**src/rtl/core/acsc_pkg.sv**
```systemverilog
// Shared types and constants for the ADC channel scan sequencer.
// No dependencies; every other file of the block imports this package.
package acsc_pkg;

	localparam int RAW_W   = 24;
	localparam int SCALE_W = 24;
	localparam int CH_W    = 3;
	localparam int CH_MAX  = 8;
	localparam int GAIN_W  = 3;
	localparam int CODE_W  = 8;
	localparam int CFG_IDX_W  = 3;
	localparam int CFG_DATA_W = 24;

	typedef enum logic [CFG_IDX_W-1:0] {
		CFG_INPUT_MODE  = 3'd0,
		CFG_SINGLE_MASK = 3'd1,
		CFG_DIFF_MASK   = 3'd2,
		CFG_GAIN_CODE   = 3'd3,
		CFG_SCALE_Q24   = 3'd4
	} cfg_index_t;

	localparam logic OP_START  = 1'b0;
	localparam logic OP_SAMPLE = 1'b1;

	localparam logic MODE_SINGLE = 1'b0;
	localparam logic MODE_DIFF   = 1'b1;

	localparam logic [CH_MAX-1:0]  SINGLE_MASK_RST = 8'h41;
	localparam logic [3:0]         DIFF_MASK_RST   = 4'h1;
	localparam logic [GAIN_W-1:0]  GAIN_RST        = 3'd0;
	localparam logic [SCALE_W-1:0] SCALE_RST       = 24'd9648001;

	typedef struct packed {
		logic                     sample_valid;
		logic [CH_W-1:0]          sample_channel;
		logic signed [RAW_W-1:0]  raw_value;
		logic signed [RAW_W-1:0]  microvolts;
		logic                     mux_write;
		logic [CODE_W-1:0]        mux_code;
	} result_t;

	function automatic logic [CODE_W-1:0] single_code(input logic [CH_W-1:0] ch);
		return {1'b0, ch, 4'h8};
	endfunction

	function automatic logic [CODE_W-1:0] diff_code(input logic [CH_W-1:0] ch);
		return {ch, 1'b0, ch, 1'b1};
	endfunction

endpackage

```
**src/rtl/core/acsc_if.sv**
```systemverilog
// Valid/ready channel interfaces of the ADC channel scan sequencer.
// Depends on acsc_pkg for field widths.
interface acsc_in_if;
	import acsc_pkg::*;
	logic              valid;
	logic              ready;
	logic              operation;
	logic [RAW_W-1:0]  raw_sample;
	modport source (output valid, output operation, output raw_sample, input ready);
	modport sink (input valid, input operation, input raw_sample, output ready);
endinterface

interface acsc_out_if;
	import acsc_pkg::*;
	logic                     valid;
	logic                     ready;
	logic                     sample_valid;
	logic [CH_W-1:0]          sample_channel;
	logic signed [RAW_W-1:0]  raw_value;
	logic signed [RAW_W-1:0]  microvolts;
	logic                     mux_write;
	logic [CODE_W-1:0]        mux_code;
	modport source (output valid, output sample_valid, output sample_channel,
		output raw_value, output microvolts, output mux_write, output mux_code,
		input ready);
	modport sink (input valid, input sample_valid, input sample_channel,
		input raw_value, input microvolts, input mux_write, input mux_code,
		output ready);
endinterface

interface acsc_cfg_if;
	import acsc_pkg::*;
	logic                   valid;
	logic                   ready;
	logic [CFG_IDX_W-1:0]   index;
	logic [CFG_DATA_W-1:0]  data;
	modport source (output valid, output index, output data, input ready);
	modport sink (input valid, input index, input data, output ready);
endinterface

```
**src/rtl/core/adc_channel_scan_sequencer.sv**
```systemverilog
// Top level of the ADC channel scan sequencer: configuration registers,
// channel selection and sample conversion. Depends on acsc_pkg and acsc_if.
//
// A word is captured in the input register when it is accepted, and its result
// is loaded into the output register once that register is free. A new word
// is accepted in every cycle while the output side keeps taking results.
// The input register feeds one stage of logic holding the 24 by 24 bit
// multiply and the priority pick of the next channel, whose result lands in
// the output register. A start word selects the lowest enabled channel; a
// sample word is tagged, converted to microvolts and, in single-ended mode,
// moves the scan to the next enabled channel. Configuration writes are taken
// in every cycle and should only be made while no word is in flight.
module adc_channel_scan_sequencer #(
	parameter int CHANNELS = 8
) (
	input logic clk,
	input logic arst_n,
	acsc_cfg_if.sink cfg,
	acsc_in_if.sink sample_in,
	acsc_out_if.source result_out
);
	import acsc_pkg::*;

	localparam logic [CH_MAX-1:0] ChMask  = CH_MAX'((1 << CHANNELS) - 1);
	localparam logic [CH_W-1:0]   LastCh  = CH_W'(CHANNELS - 1);

	function automatic logic [CH_W-1:0] lowest_set(input logic [CH_MAX-1:0] m);
		logic [CH_W-1:0] r;
		r = '0;
		for (int i = CHANNELS - 1; i >= 0; i--) begin
			if (m[i]) begin
				r = CH_W'(i);
			end
		end
		return r;
	endfunction

	logic                 input_mode_q;
	logic [CH_MAX-1:0]    single_mask_q;
	logic [3:0]           diff_mask_q;
	logic [GAIN_W-1:0]    gain_q;
	logic [SCALE_W-1:0]   scale_q;
	logic [CH_W-1:0]      current_channel_q;

	logic                 valid_s1;
	logic                 op_s1;
	logic [RAW_W-1:0]     raw_s1;
	logic [RAW_W-1:0]     mag_s1;
	logic                 neg_s1;

	logic                 out_valid_q;
	result_t              res_q;

	logic                 in_accept;
	logic                 out_load;
	logic                 s1_advance;

	logic [CH_MAX-1:0]    m_single;
	logic [CH_MAX-1:0]    m_diff;
	logic [CH_MAX-1:0]    above;
	logic [CH_MAX-1:0]    below;
	logic [CH_MAX-1:0]    hi_cand;
	logic [CH_MAX-1:0]    lo_cand;
	logic [2*RAW_W-1:0]   product;
	logic [RAW_W-1:0]     quot;
	logic [CH_W-1:0]      next_channel;
	result_t              res_d;

	assign cfg.ready = 1'b1;

	always_ff @(posedge clk or negedge arst_n) begin
		if (!arst_n) begin
			input_mode_q  <= MODE_SINGLE;
			single_mask_q <= SINGLE_MASK_RST;
			diff_mask_q   <= DIFF_MASK_RST;
			gain_q        <= GAIN_RST;
			scale_q       <= SCALE_RST;
		end else if (cfg.valid) begin
			unique case (cfg_index_t'(cfg.index))
				CFG_INPUT_MODE:  input_mode_q  <= cfg.data[0];
				CFG_SINGLE_MASK: single_mask_q <= cfg.data[CH_MAX-1:0];
				CFG_DIFF_MASK:   diff_mask_q   <= cfg.data[3:0];
				CFG_GAIN_CODE:   gain_q        <= cfg.data[GAIN_W-1:0];
				CFG_SCALE_Q24:   scale_q       <= cfg.data[SCALE_W-1:0];
				default: begin
				end
			endcase
		end
	end

	assign out_load        = !out_valid_q || result_out.ready;
	assign s1_advance      = valid_s1 && out_load;
	assign sample_in.ready = !valid_s1 || out_load;
	assign in_accept       = sample_in.valid && sample_in.ready;

	always_ff @(posedge clk or negedge arst_n) begin
		if (!arst_n) begin
			valid_s1 <= 1'b0;
		end else if (sample_in.ready) begin
			valid_s1 <= sample_in.valid;
		end
	end

	always_ff @(posedge clk) begin
		if (in_accept) begin
			op_s1  <= sample_in.operation;
			raw_s1 <= sample_in.raw_sample;
			neg_s1 <= sample_in.raw_sample[RAW_W-1];
			mag_s1 <= sample_in.raw_sample[RAW_W-1] ? (RAW_W'(0) - sample_in.raw_sample)
				: sample_in.raw_sample;
		end
	end

	always_comb begin
		m_single = single_mask_q & ChMask;
		m_diff   = {4'b0, diff_mask_q} & ChMask;
		for (int i = 0; i < CH_MAX; i++) begin
			above[i] = CH_W'(i) > current_channel_q;
			below[i] = CH_W'(i) < current_channel_q;
		end
		hi_cand = (current_channel_q >= LastCh) ? m_single : (m_single & above);
		lo_cand = (current_channel_q >= LastCh) ? '0 : (m_single & below);

		product = {{RAW_W{1'b0}}, mag_s1} * {{RAW_W{1'b0}}, scale_q};
		quot    = product[2*RAW_W-1:RAW_W] >> gain_q;

		next_channel = current_channel_q;
		res_d = '0;
		if (op_s1 == OP_START) begin
			res_d.mux_write = 1'b1;
			if (input_mode_q == MODE_SINGLE) begin
				next_channel   = lowest_set(m_single);
				res_d.mux_code = single_code(next_channel);
			end else begin
				next_channel   = lowest_set(m_diff);
				res_d.mux_code = diff_code(next_channel);
			end
		end else begin
			res_d.sample_valid   = 1'b1;
			res_d.sample_channel = current_channel_q;
			res_d.raw_value      = raw_s1;
			res_d.microvolts     = neg_s1 ? (RAW_W'(0) - quot) : quot;
			if (input_mode_q == MODE_SINGLE) begin
				if (|hi_cand) begin
					next_channel    = lowest_set(hi_cand);
					res_d.mux_write = 1'b1;
					res_d.mux_code  = single_code(next_channel);
				end else if (|lo_cand) begin
					next_channel    = lowest_set(lo_cand);
					res_d.mux_write = 1'b1;
					res_d.mux_code  = single_code(next_channel);
				end
			end else begin
				res_d.mux_write = 1'b1;
				res_d.mux_code  = diff_code(current_channel_q);
			end
		end
	end

	always_ff @(posedge clk or negedge arst_n) begin
		if (!arst_n) begin
			current_channel_q <= '0;
			out_valid_q       <= 1'b0;
		end else begin
			if (s1_advance) begin
				current_channel_q <= next_channel;
			end
			if (out_load) begin
				out_valid_q <= valid_s1;
			end
		end
	end

	always_ff @(posedge clk) begin
		if (s1_advance) begin
			res_q <= res_d;
		end
	end

	assign result_out.valid          = out_valid_q;
	assign result_out.sample_valid   = res_q.sample_valid;
	assign result_out.sample_channel = res_q.sample_channel;
	assign result_out.raw_value      = res_q.raw_value;
	assign result_out.microvolts     = res_q.microvolts;
	assign result_out.mux_write      = res_q.mux_write;
	assign result_out.mux_code       = res_q.mux_code;

endmodule

```
**src/flat_wrapper.sv**
```systemverilog
// flat-port wrapper written by rule: the top's interface ports become plain ports
module adc_channel_scan_sequencer_flat import acsc_pkg::*;
#(
	parameter int CHANNELS = 8
)
  (clk, arst_n, cfg_valid, cfg_index, cfg_data, cfg_ready, sample_in_valid, sample_in_operation, sample_in_raw_sample, sample_in_ready, result_out_valid, result_out_sample_valid, result_out_sample_channel, result_out_raw_value, result_out_microvolts, result_out_mux_write, result_out_mux_code, result_out_ready);
  acsc_cfg_if cfg_i ();
  acsc_in_if sample_in_i ();
  acsc_out_if result_out_i ();
  input logic clk;
  input logic arst_n;
  input wire logic [$bits(cfg_i.valid)-1:0] cfg_valid;
  input wire logic [$bits(cfg_i.index)-1:0] cfg_index;
  input wire logic [$bits(cfg_i.data)-1:0] cfg_data;
  output wire logic [$bits(cfg_i.ready)-1:0] cfg_ready;
  input wire logic [$bits(sample_in_i.valid)-1:0] sample_in_valid;
  input wire logic [$bits(sample_in_i.operation)-1:0] sample_in_operation;
  input wire logic [$bits(sample_in_i.raw_sample)-1:0] sample_in_raw_sample;
  output wire logic [$bits(sample_in_i.ready)-1:0] sample_in_ready;
  output wire logic [$bits(result_out_i.valid)-1:0] result_out_valid;
  output wire logic [$bits(result_out_i.sample_valid)-1:0] result_out_sample_valid;
  output wire logic [$bits(result_out_i.sample_channel)-1:0] result_out_sample_channel;
  output wire logic [$bits(result_out_i.raw_value)-1:0] result_out_raw_value;
  output wire logic [$bits(result_out_i.microvolts)-1:0] result_out_microvolts;
  output wire logic [$bits(result_out_i.mux_write)-1:0] result_out_mux_write;
  output wire logic [$bits(result_out_i.mux_code)-1:0] result_out_mux_code;
  input wire logic [$bits(result_out_i.ready)-1:0] result_out_ready;
  assign cfg_i.valid = cfg_valid;
  assign cfg_i.index = cfg_index;
  assign cfg_i.data = cfg_data;
  assign cfg_ready = cfg_i.ready;
  assign sample_in_i.valid = sample_in_valid;
  assign sample_in_i.operation = sample_in_operation;
  assign sample_in_i.raw_sample = sample_in_raw_sample;
  assign sample_in_ready = sample_in_i.ready;
  assign result_out_valid = result_out_i.valid;
  assign result_out_sample_valid = result_out_i.sample_valid;
  assign result_out_sample_channel = result_out_i.sample_channel;
  assign result_out_raw_value = result_out_i.raw_value;
  assign result_out_microvolts = result_out_i.microvolts;
  assign result_out_mux_write = result_out_i.mux_write;
  assign result_out_mux_code = result_out_i.mux_code;
  assign result_out_i.ready = result_out_ready;
  adc_channel_scan_sequencer #(.CHANNELS(CHANNELS)) u_core (.clk(clk), .arst_n(arst_n), .cfg(cfg_i), .sample_in(sample_in_i), .result_out(result_out_i));
endmodule
```
**config.mk**
```make
export PLATFORM = sky130hd
export DESIGN_NAME = adc_channel_scan_sequencer_flat
export DESIGN_NICKNAME = d
export VERILOG_FILES = /design/src/rtl/core/acsc_pkg.sv /design/src/rtl/core/acsc_if.sv /design/src/rtl/core/adc_channel_scan_sequencer.sv /design/src/flat_wrapper.sv
export SDC_FILE = /design/constraint.sdc
export NUM_CORES = 2
export LEC_CHECK = 0
export ABC_AREA = 1
export BUFFER_PORTS_ARGS = -buffer_cell sky130_fd_sc_hd__buf_4
export CORE_MARGIN = 1.5
export CORE_UTILIZATION = 30
export CTS_CLUSTER_DIAMETER = 50
export CTS_CLUSTER_SIZE = 30
export DETAILED_ROUTE_END_ITERATION = 12
export GPL_TIMING_DRIVEN = 0
export PLACE_DENSITY_LB_ADDON = 0.15
export SETUP_SLACK_MARGIN = 0.3
export SYNTH_ARGS = -nofsm -noshare
export SYNTH_HDL_FRONTEND = slang
export SYNTH_SLANG_ARGS = --single-unit
```
**constraint.sdc**
```tcl
create_clock -name clk -period 6.69 [get_ports clk]
set_input_delay 0.3345 -clock clk [delete_from_list [all_inputs] [get_ports clk]]
set_output_delay 0.3345 -clock clk [all_outputs]
set_load 0.02 [all_outputs]
```
* After elaboration in Yosys (flattened, before gate mapping)
Cells that the tools add are included.
** Operators by class
- Add/sub/neg operators :: 2
- $mul :: 1
- Div/mod/pow operators :: 0
- Order comparisons :: 17
- Eq/ne operators :: 6
- Shift-type cells :: 1
- Mux-type cells :: 43
- Bitwise gates (word level) :: 3
- Reduce and logical (&&, ||, !) cells :: 16
** Operators with widths (count)
- $mux 3 :: 29
- $mux 52 :: 1
- $mul 24x24->48 :: 1
- $mux 8 :: 6
- $sub 1x24->24 const A :: 2
- $mux 24 :: 1
- $shr 24x3->24 :: 1
- $mux 23 :: 1
- $and 8x8->8 :: 2
- $reduce_or 8->1 :: 2
- $gt 3x3->1 const A :: 4
- $lt 3x3->1 const A :: 4
- $reduce_and 2->1 :: 5
- $reduce_or 10->1 :: 1
- $mux 9 :: 1
- $mux 2 :: 4
- $eq 3x2->1 const B :: 2
- $gt 1x3->1 const A :: 2
- $gt 2x3->1 const A :: 2
- $lt 1x3->1 const A :: 2
- $lt 2x3->1 const A :: 2
- $eq 3x1->1 const B :: 1
- $eq 3x3->1 const B :: 1
- $ge 3x3->1 const B :: 1
- other kinds (8) :: 11
** Word-level totals
- Register bits :: 156
- Bits in latches :: 0
- Bits in writable memories :: 0
- Memory bits (read-only) :: 0
- Bits of input ports :: 57
- Output and inout bits :: 64
- Logic and storage cells :: 108
- Memories kept :: 0

* Logic depth before layout (Yosys ltp)
- Word-level depth :: 15
- Depth in mapped cells :: 46
- Gate-level depth less buffers :: 44

* Worst setup path after synthesis
OpenSTA, ideal clock, no wires.
- Path kind :: register to register
- Start point :: register u_core.scale_q[9]
- End point :: register u_core.res_q (netlist bit u_core.result_out.microvolts[22]), data pin
- Arrival :: 7.051 ns
- Required time :: 6.435 ns
- Setup slack :: -0.615 ns
- Cell stages (with the launch flop) :: 40
- Path through :: dfstp_2 -> clkbuf_1 -> clkbuf_1 -> nand2_1 -> fa_1 -> fa_1 -> inv_1 -> fa_1 -> inv_1 -> fa_1 -> inv_1 -> fa_1 -> fa_1 -> inv_1 -> fa_1 -> inv_1 -> ha_1 -> nand2_1 -> [... 4 more ...] -> nor2_1 -> nor2_1 -> nand3_1 -> nand3_1 -> nand3_2 -> nand3_1 -> nand2_1 -> inv_2 -> ha_1 -> nand3_1 -> nor2_1 -> nand2_1 -> nor2_2 -> nand2_1 -> nand2_2 -> nand3_1 -> nand2_1 -> nor2_1
** Between the ends
- Longest elaborated chain between the ends :: 4
** RTL lines
- start, declared :: line adc_channel_scan_sequencer.sv:42 : logic [SCALE_W-1:0] scale_q;
- start signal, assigned :: line adc_channel_scan_sequencer.sv:84 : CFG_SCALE_Q24: scale_q <= cfg.data[SCALE_W-1:0];
- $mul 24x24->48 * :: line adc_channel_scan_sequencer.sv:124 : product = {{RAW_W{1'b0}}, mag_s1} * {{RAW_W{1'b0}}, scale_q};
- $shr 24x3->24 * :: line adc_channel_scan_sequencer.sv:125 : quot = product[2*RAW_W-1:RAW_W] >> gain_q;
- $sub 1x24->24 :: line adc_channel_scan_sequencer.sv:142 : res_d.microvolts = neg_s1 ? (RAW_W'(0) - quot) : quot;
- $mux 24 * :: line adc_channel_scan_sequencer.sv:142
- end signal, assigned :: line adc_channel_scan_sequencer.sv:176 : res_q <= res_d;
- end, declared :: line adc_channel_scan_sequencer.sv:52 : result_t res_q;
Mark *: on every way between the ends. The rest lies on a longest branch, timed or not.
A chain may end at the register's enable or synchronous reset.

* Worst setup path in the final report
- Start point :: register u_core.scale_q[0]
- End point :: register u_core.res_q (netlist bit u_core.result_out.microvolts[18]), data pin
Same word-level chain as after synthesis.

==> summary.md <==
| Metric | Value |
|---|---|
| Largest net degree at the start of global routing | 46 |
| Tcrit/Tclk final | 1.15 |
| Worst EP required | 6.90 ns |
| Slowest stage cell on the critical path | dfstp_2 |
| Area grow syn2layout | 26.1% |
| Initial DRC Count | 1746 |
| CP max FO | 5 |
| Placed Instance Area | between 0.03 and 0.04 mm^2 |
| Global route overflow | 0 |
| CTS tree | done |
| Final hold vios | 0 |
| Failing checks | negative setup slack |
| Synth top area share | 0.338 |
| Via count | 24.8k |
| Vias in the first global route | about 25k |
| Worst Setup End Kind | flop |
| GRT Total Usage | 0.227 |
| Post-synth cell types | 44 |
| Yosys reg bits | between 150 and 200 |
| TritonCTS Buffers | 17 |
| Clock Skews | 0.0181 ns |
| Hold endpoint | u_core.op_s1$_DFFE_PP_ |
| WHS Path Cells | 1 |
| Clk sinks | roughly 150 |
| Port Buffers | 119 |
| Max Cap Viol | 0 |
| Worst min path class | in -> reg |
| RSZ-0062 raised after global routing | yes |
| Family with the most delay on the worst path | adder cells |
| Skew-Pair Late Insertion Delay | approximately 0.45 ns |
| Gpl congestion | 0.942 |
| Max Clk Rate | 0.130 GHz |
| Post-Synthesis Net Count | 4505 |
| Min-delay src | sample_in_operation |
| Critical path class | reg -> reg |
| CTS clk-pin slew, worst paths | 0.08 ns |
| Synthesized cell area | 0.0285 mm^2 |
| DR vias/cell | 4.64 |
| Final WS setup | -1.02 ns |
| Avg Cell Area, Syn | 7.50 um^2 |
| R2R setup slack | -1.02 ns |
| Core area | 0.0936 mm^2 |
| Top cells by instance count after synthesis | nand2_1 (1129), inv_1 (1031), fa_1 (481) |
| Worst slew pin tran | 0.880 ns |
| Final Slew Violations | 0 |
| First-pass GRT wire length | 163000 um |
| Worst setup SP type | flop |
| Initial core utilization | 0.304 |
| DRC viols | 0 |
| CP Buf/Inv Count | 7 |
| Die X | 311 um |
| Clock root buffer | clkbuf_16 |
| Synth area leaders | fa_1 (34%), nand2_1 (15%), inv_1 (14%) |
| H-tree depth | 4 |
| Post-synth top area cell | fa_1 |
| Io pins | roughly 120 |
| Diodes inserted | 0 |
| Main synth FF type | edfxtp_1 |
| Cell with the most instances after synthesis | nand2_1 |
| Wirelength per Cell | between 20 and 25 um |
| Sequential-to-total area share from yosys stat | 0.155 |
| Final WL | 109000 um |
| Deepest clock path buffer count | 2 |
| Final setup vio count | 24 |
| Std-Cell Rows | 112 |
| Crit path largest cell delay | 0.72 ns |
| Die H | slightly above 300 um |
| Share of layout cells above drive strength 1 | 0.225 |
| Synth Instances | 3795 |
| Min cycle time layout | 7.71 ns |
| Initial DRT Pass Iterations | 7 |
| Antenna viol nets, final | 0 |
| Die Area | 0.0967 mm^2 |
| Max-slew headroom | 0.413 |
| Worst R2R Start | u_core.scale_q[0]$_DFFE_PN1P_ |
| Yosys warns | 0 |
| Final instance area | 0.0359 mm^2 |
| Post-synth ARST share | 0.292 |
| Reg2Reg Capture Point | u_core.result_out.microvolts[18]$_SDFFCE_PN0P_ |
| Status | finished with violations |
| Antenna violations before repair | 0 |
| R2R depth | 33 |
| Number of enable flip-flop cells after synthesis | 109 |
| Setup Slack @ Placement | -2.40 ns |
| Layout Nets | 4794 |
| Most frequent CP cell | fa_1 |
| CP arrival | 7.92 ns |
| Final HPWL DP | 86900 um |
## layout make-up
| type | instances | area [um^2] |
|---|---|---|
| fillers | 9931 | 57700 |
| multi-input cells | 2450 | 21400 |
| flip-flops and latches | 154 | 4420 |
| inverters | 1036 | 3890 |
| repair buffers | 271 | 2220 |
| plain buffers | 154 | 1820 |
| well taps | 1254 | 1570 |
| clock buffers | 17 | 425 |
| clock inverters | 15 | 195 |
## registers in the layout (all words and copies together) (netlist names), 3 cells and up
register and count:
u_core.gain_q 3, u_core.m_single 8, u_core.current_channel_q 3, u_core.scale_q 24
u_core.result_out.raw_value 24, u_core.result_out.mux_code 8, u_core.result_out.sample_channel 3, u_core.result_out.microvolts 24
u_core.raw_s1 22, u_core.mag_s1 24, u_core.diff_mask_q 4
## cell usage in the layout (no fill, tap or decap), types with 43 or more instances in the layout
master	netlist	routed
inv_2	4	44
clkbuf_16	0	47
nand3_2	6	80
buf_4	7	259
fa_1	481	456
nor2_1	162	103
nand3_1	225	143
nand2_1	1129	985
edfxtp_1	109	109
a21oi_1	75	43
inv_1	1031	991
ha_1	172	148
nand2_2	15	136
## worst max path at each step
stage / endpoint / startpoint / cells after the start / slack, ns
6_report: u_core.result_out.microvolts[18]$_SDFFCE_PN0P_ / u_core.scale_q[0]$_DFFE_PN1P_ / 33 / -1.02
5_1_grt: u_core.result_out.microvolts[22]$_SDFFCE_PN0P_ / u_core.mag_s1[7]$_DFFE_PP_ / 35 / -1.24
4_1_cts: u_core.result_out.microvolts[22]$_SDFFCE_PN0P_ / u_core.mag_s1[7]$_DFFE_PP_ / 41 / -0.98
3_5_place_dp: u_core.result_out.microvolts[22]$_SDFFCE_PN0P_ / u_core.scale_q[6]$_DFFE_PN0P_ / 40 / -2.40
3_3_place_gp: u_core.result_out.microvolts[22]$_SDFFCE_PN0P_ / u_core.scale_q[6]$_DFFE_PN0P_ / 40 / -2.44
2_1_floorplan: u_core.result_out.microvolts[22]$_SDFFCE_PN0P_ / u_core.scale_q[12]$_DFFE_PN1P_ / 41 / -0.19
## metrics by stage
stage	instances	utilization	TNS [ns]	hold slack [ns]
2_1_floorplan	3795	-	-0.845	0.0389
3_3_place_gp	5168	0.335	-52.13	0.418
3_5_place_dp	5170	0.335	-51.58	0.424
4_1_cts	5314	0.370	-19.61	0.0406
5_1_grt	5351	0.383	-25.12	0.0376
6_report	5351	0.383	-20.42	0.0657
## cells by family after synthesis
kind of cell | share of synthesized area
xor gates and xnor gates | 0.00831
buffers and inverters | 0.158
muxes | 0.00633
DFF | 0.155
and+or+nand+nor | 0.228
AOI/OAI and AO/OA | 0.0292
adders and majority gates | 0.414
other | 0.000132
## worst reg2reg max path, delay by kind of cell (launching register included)
family / cells / cell delay, ns
AO/OA/AOI/OAI: 1 / 0.15
adder cells (fa/ha/maj): 8 / 3.99
buffers and inverters: 7 / 0.70
flip-flops: 1 / 0.72
AND/OR/NAND/NOR: 17 / 1.91
## repair_timing
action                                  4_1_cts  5_1_grt
pin swaps                                   117      123
endpoints found under the setup margin       24       24
endpoints found under the hold margin        31        0
setup buffers                               110       37
gates resized for setup                     445      306
gates cloned                                  2        0
hold buffers                                  1        0
## layer usage
layer / share of wire / GRT usage / up-vias / routed length (um)
met5: 0 / 0 / - / 0
met4: 0.041 / 0.0782 / 0 / 4460
met3: 0.055 / 0.0272 / 140 / 5940
met2: 0.46 / 0.369 / 722 / 50100
met1: 0.44 / 0.311 / 12300 / 48000
li1: - / - / 11600 / -
Power is not shown: default switching activity piles up to over one toggle a cycle in this logic, so the estimate is an artifact.
